$ cat src/frm_pkg.sv
// frm_pkg: shared constants, types and state codes of the frame rate meter
// no dependencies; used by every other file of the block
package frm_pkg;

	localparam int WINDOW = 200;

	localparam int TICK_W   = 32;
	localparam int STAMP_W  = 64;
	localparam int PERIOD_W = 16;
	localparam int FRAC_W   = 16;
	localparam int FILL_W   = $clog2(WINDOW + 1);
	localparam int SLOT_W   = (WINDOW > 1) ? $clog2(WINDOW) : 1;
	localparam int SUM_W    = FILL_W + TICK_W;
	localparam int NUM_W    = SUM_W + FRAC_W;
	localparam int STEP_W   = $clog2(NUM_W + 1);
	localparam int CNT_W    = PERIOD_W + 1;
	localparam int CFG_W    = TICK_W;

	localparam logic [TICK_W-1:0]   TICK_RATE_RESET = TICK_W'(1000000000);
	localparam logic [PERIOD_W-1:0] PERIOD_RESET    = PERIOD_W'(60);

	localparam logic REG_TICK_RATE     = 1'b0;
	localparam logic REG_UPDATE_PERIOD = 1'b1;

	typedef enum logic [2:0] {
		ST_IDLE,
		ST_READ,
		ST_UPDATE,
		ST_MUL,
		ST_DIV,
		ST_DONE
	} state_t;

	typedef struct packed {
		logic              rd;
		logic              upd;
		logic [TICK_W-1:0] ticks;
	} win_ctl_t;

	typedef struct packed {
		logic [FILL_W-1:0] fill;
		logic [SUM_W-1:0]  total;
	} win_stat_t;

endpackage

$ cat src/frm_div.sv
// frm_div: restoring divider, one quotient bit per cycle
// depends on frm_pkg for operand widths
module frm_div (
	input  logic                       clk,
	input  logic                       arst_n,
	input  logic                       start,
	input  logic [frm_pkg::NUM_W-1:0]  num,
	input  logic [frm_pkg::SUM_W-1:0]  den,
	output logic                       busy,
	output logic                       done,
	output logic [frm_pkg::NUM_W-1:0]  quot
);

	logic [frm_pkg::NUM_W-1:0]  work_q;
	logic [frm_pkg::SUM_W-1:0]  rem_q;
	logic [frm_pkg::SUM_W-1:0]  den_q;
	logic [frm_pkg::STEP_W-1:0] step_q;
	logic                       busy_q;
	logic                       done_q;
	logic [frm_pkg::SUM_W:0]    rem_sh;
	logic [frm_pkg::SUM_W:0]    rem_sub;
	logic                       fits;

	// work_q shifts the dividend out at the top and quotient bits in at the bottom
	assign rem_sh  = {rem_q, work_q[frm_pkg::NUM_W-1]};
	assign rem_sub = rem_sh - {1'b0, den_q};
	assign fits    = (rem_sh >= {1'b0, den_q});

	always_ff @(posedge clk) begin
		if (start) begin
			work_q <= num;
			rem_q  <= '0;
			den_q  <= den;
		end else if (busy_q) begin
			work_q <= {work_q[frm_pkg::NUM_W-2:0], fits};
			rem_q  <= fits ? rem_sub[frm_pkg::SUM_W-1:0] : rem_sh[frm_pkg::SUM_W-1:0];
		end
	end

	always_ff @(posedge clk or negedge arst_n) begin
		if (!arst_n) begin
			step_q <= '0;
			busy_q <= 1'b0;
			done_q <= 1'b0;
		end else begin
			done_q <= 1'b0;
			if (start) begin
				step_q <= '0;
				busy_q <= 1'b1;
			end else if (busy_q) begin
				step_q <= step_q + 1'b1;
				if (step_q == frm_pkg::STEP_W'(frm_pkg::NUM_W - 1)) begin
					busy_q <= 1'b0;
					done_q <= 1'b1;
				end
			end
		end
	end

	assign busy = busy_q;
	assign done = done_q;
	assign quot = work_q;

endmodule

$ cat config.mk
export PLATFORM = sky130hd
export DESIGN_NAME = frm_div
export DESIGN_NICKNAME = d
export VERILOG_FILES = /design/src/frm_pkg.sv /design/src/frm_div.sv
export SDC_FILE = /design/constraint.sdc
export NUM_CORES = 1
export LEC_CHECK = 0
export ABC_AREA = 1
export BUFFER_PORTS_ARGS = -buffer_cell sky130_fd_sc_hd__buf_2
export CORE_ASPECT_RATIO = 0.7
export CORE_MARGIN = 2
export CORE_UTILIZATION = 52
export CTS_CLUSTER_DIAMETER = 40
export DETAILED_ROUTE_END_ITERATION = 6
export GPL_TIMING_DRIVEN = 1
export PLACE_DENSITY_LB_ADDON = 0.1
export SLEW_MARGIN = 20
export SYNTH_ARGS = -nofsm -noshare
export SYNTH_HDL_FRONTEND = slang
export SYNTH_SLANG_ARGS = --single-unit
$ cat constraint.sdc
create_clock -name clk -period 9.1 [get_ports clk]
set_clock_uncertainty 0.15 [all_clocks]
set_input_delay 1.365 -clock clk [delete_from_list [all_inputs] [get_ports clk]]
set_output_delay 1.365 -clock clk [all_outputs]
set_load 0.02 [all_outputs]
==> run summary <==
Status -> completed
RD Place Congestion -> 1.00
Maximum vdd drop -> 0.133 mV
Async SR Flop Fraction -> 5.56%
Crit. End Element -> register
Vias in the first global route -> 7398
Part of the cycle the worst path needs -> 38.9%
Clock buffer depth -> 2
Layout cell share with drive strength beyond 1 -> 15.8%
Clk sinks -> 144
WL final -> 23.4 mm
First-pass GRT wire length -> 37.2 mm
Placed Area -> 10200 µm²
Hold-fix buffers, CTS -> 0
Initial antenna violation count -> 0
CTS tree -> done
Starting Density -> 53.5%
Detailed placement HPWL -> 17.2 mm
Cell count after synthesis -> 1310
Cts bufs inserted -> 17
Seq/Total Area, Yosys -> 42.0%
Worst hold-check path type -> reg -> reg
CP Class -> in -> reg
Placeable Area -> 17300 µm²
Max Cap Viol -> 0
Worst reg2reg path endpoint -> rem_q[34]
CTS root buf -> clkbuf_16
Drt wl/cell -> 13.8 µm
Final TNS setup -> 0 ns
# nets final -> 1599
Commonest non-fill, non-tap cell in the layout -> nand2_1
Fmax -> 282 MHz
Num rows -> 40
Synth cell types -> 37
Min Tclk post-route -> 3.54 ns
DIE WIDTH -> 163 µm
Initial drt markers -> 798
Worst-margin pin slew -> 1.02 ns
Largest net degree at the start of global routing -> 74
Crit-path max FO -> 73
Min-delay src -> rem_q[27]
Top_reg_cell synth -> edfxtp_1
Worst EP required -> 9.01 ns
Latest clock arrival within the worst-skew pair -> 0.43 ns
Avg Inst Size Synth -> 7.05 µm²
Hold Crit Depth -> 2
Area Overhead vs Synth -> 16.6%
Via density -> 4.93
Hold Path Sink -> rem_q[27]
PD cells -> 258 nW/µm²
Final Setup Violations -> 0
Max_slew headroom -> 31.9%
Flop2flop setup slack -> 6.04 ns
Post-synth EDFFs -> 96
Fin. Hold Viols -> 0
Via count -> 8389
Die height -> 116 µm
Arrival @ worst endpoint -> 3.45 ns
Final Cell Area -> 10800 µm²
Post-synthesis register bit count -> 144
Clk slew on worst S/H paths -> 0.06 ns
DRT Pass-1 Iters -> 5
CP Launch Point -> start
FF-to-FF Start -> den_q[31]
Global-route congestion overflow total -> 0
N_diodes -> 0
LEAKAGE -> 5.89 nW
Max Transition Viols Final -> 0
Post-CTS setup repair buffer count -> 0
RSZ-0062 raised after global routing -> false
Syn. warnings -> 0
Total Routing Usage GR -> 25.2%
Most frequent cells in the layout -> 557 x nand2_1, 211 x inv_1, 155 x buf_2
CP Launch Type -> input pin
Net Count, Synth -> 1451
Remaining antenna violation count -> 0
# resized after CTS -> 0
Register-to-Register Path Depth -> 13
PortBufs -> 156
Synth Cell Area -> 9240 µm²
H-tree Lvls -> 4
DR DRC count -> 0
Die Area -> 18900 µm²
Num ports -> 157
-- power breakdown --
part           leakage, nW  internal, mW  switching (mW)  total [mW]
sequential            1.44         0.806          0.0610       0.867
clock                0.293         0.391           0.321       0.712
combinational         4.16         0.425           0.776        1.20
total                 5.89          1.62            1.16        2.78
-- logic make-up after synthesis --
family / synth area share, %
AND/OR/NAND/NOR: 35.2
buffers and inverters: 11.1
flip-flops: 42.0
AO/OA/AOI/OAI: 3.79
adder cells (fa/ha/maj): 5.77
XOR/XNOR: 2.09
-- flip-flops by register name (all words and copies together), names as in the netlist --
name	cells
quot	56
den_q	40
rem_q	40
step_q	6
busy	1
done	1
-- through the flow --
stage	std cells	power (mW)	utilization [%]	worst slack, ns	hold WS [ns]
CTS	1702	2.78	62.4	5.57	0.323
detailed placement	1670	2.06	58.9	5.11	0.309
finish	1702	2.78	62.4	5.56	0.319
floorplan	1310	1.79	-	4.86	0.294
global route	1702	2.98	62.4	5.36	0.339
global placement	1670	2.05	58.9	5.14	0.308
-- metal layers --
metal	share of wire, %	track usage (%)	up-vias
met4	0.36	3.07	0
met3	6.9	5.40	10
met2	40	36.1	251
li1	-	-	4354
met5	0	0	-
met1	53	39.7	3774
-- cells in the mapped netlist, types with 9 or more instances --
cell type | n | area, µm²
nand2_1 | 557 | 2090
inv_1 | 212 | 796
edfxtp_1 | 96 | 2880
nand3_1 | 93 | 465
nor2_1 | 68 | 255
ha_1 | 41 | 513
dfxtp_1 | 40 | 801
a21oi_1 | 30 | 150
xnor2_1 | 21 | 184
nand3b_1 | 19 | 143
o21ai_1 | 19 | 95.1
clkbuf_1 | 18 | 67.6
inv_2 | 16 | 60.1
nor3_1 | 9 | 45.0
o21ai_0 | 9 | 45.0
-- worst max-delay path by stage --
stage | cells after the start | to | slack, ns
finish | 5 | quot[20] | 5.56
global route | 5 | quot[12] | 5.36
CTS | 5 | quot[10] | 5.57
detailed placement | 5 | quot[11] | 5.11
global placement | 5 | quot[19] | 5.14
floorplan | 4 | quot[0] | 4.86
-- critical path, cell delays in order --
cell and delay, ns:
buf_4 0.46, buf_4 0.62, nor2_1 0.14, inv_2 0.07, buf_4 0.72
-- final cells by class --
class                      instances  area [µm²]
inverter                         228         856
tap                              231         289
multi-input combinational        906        4330
clock buffer                      17         425
timing repair buffer             161         821
sequential                       144        3880
clock inverter                    15         168
fill                            1619        6500
(Power assumes the default switching activity.)
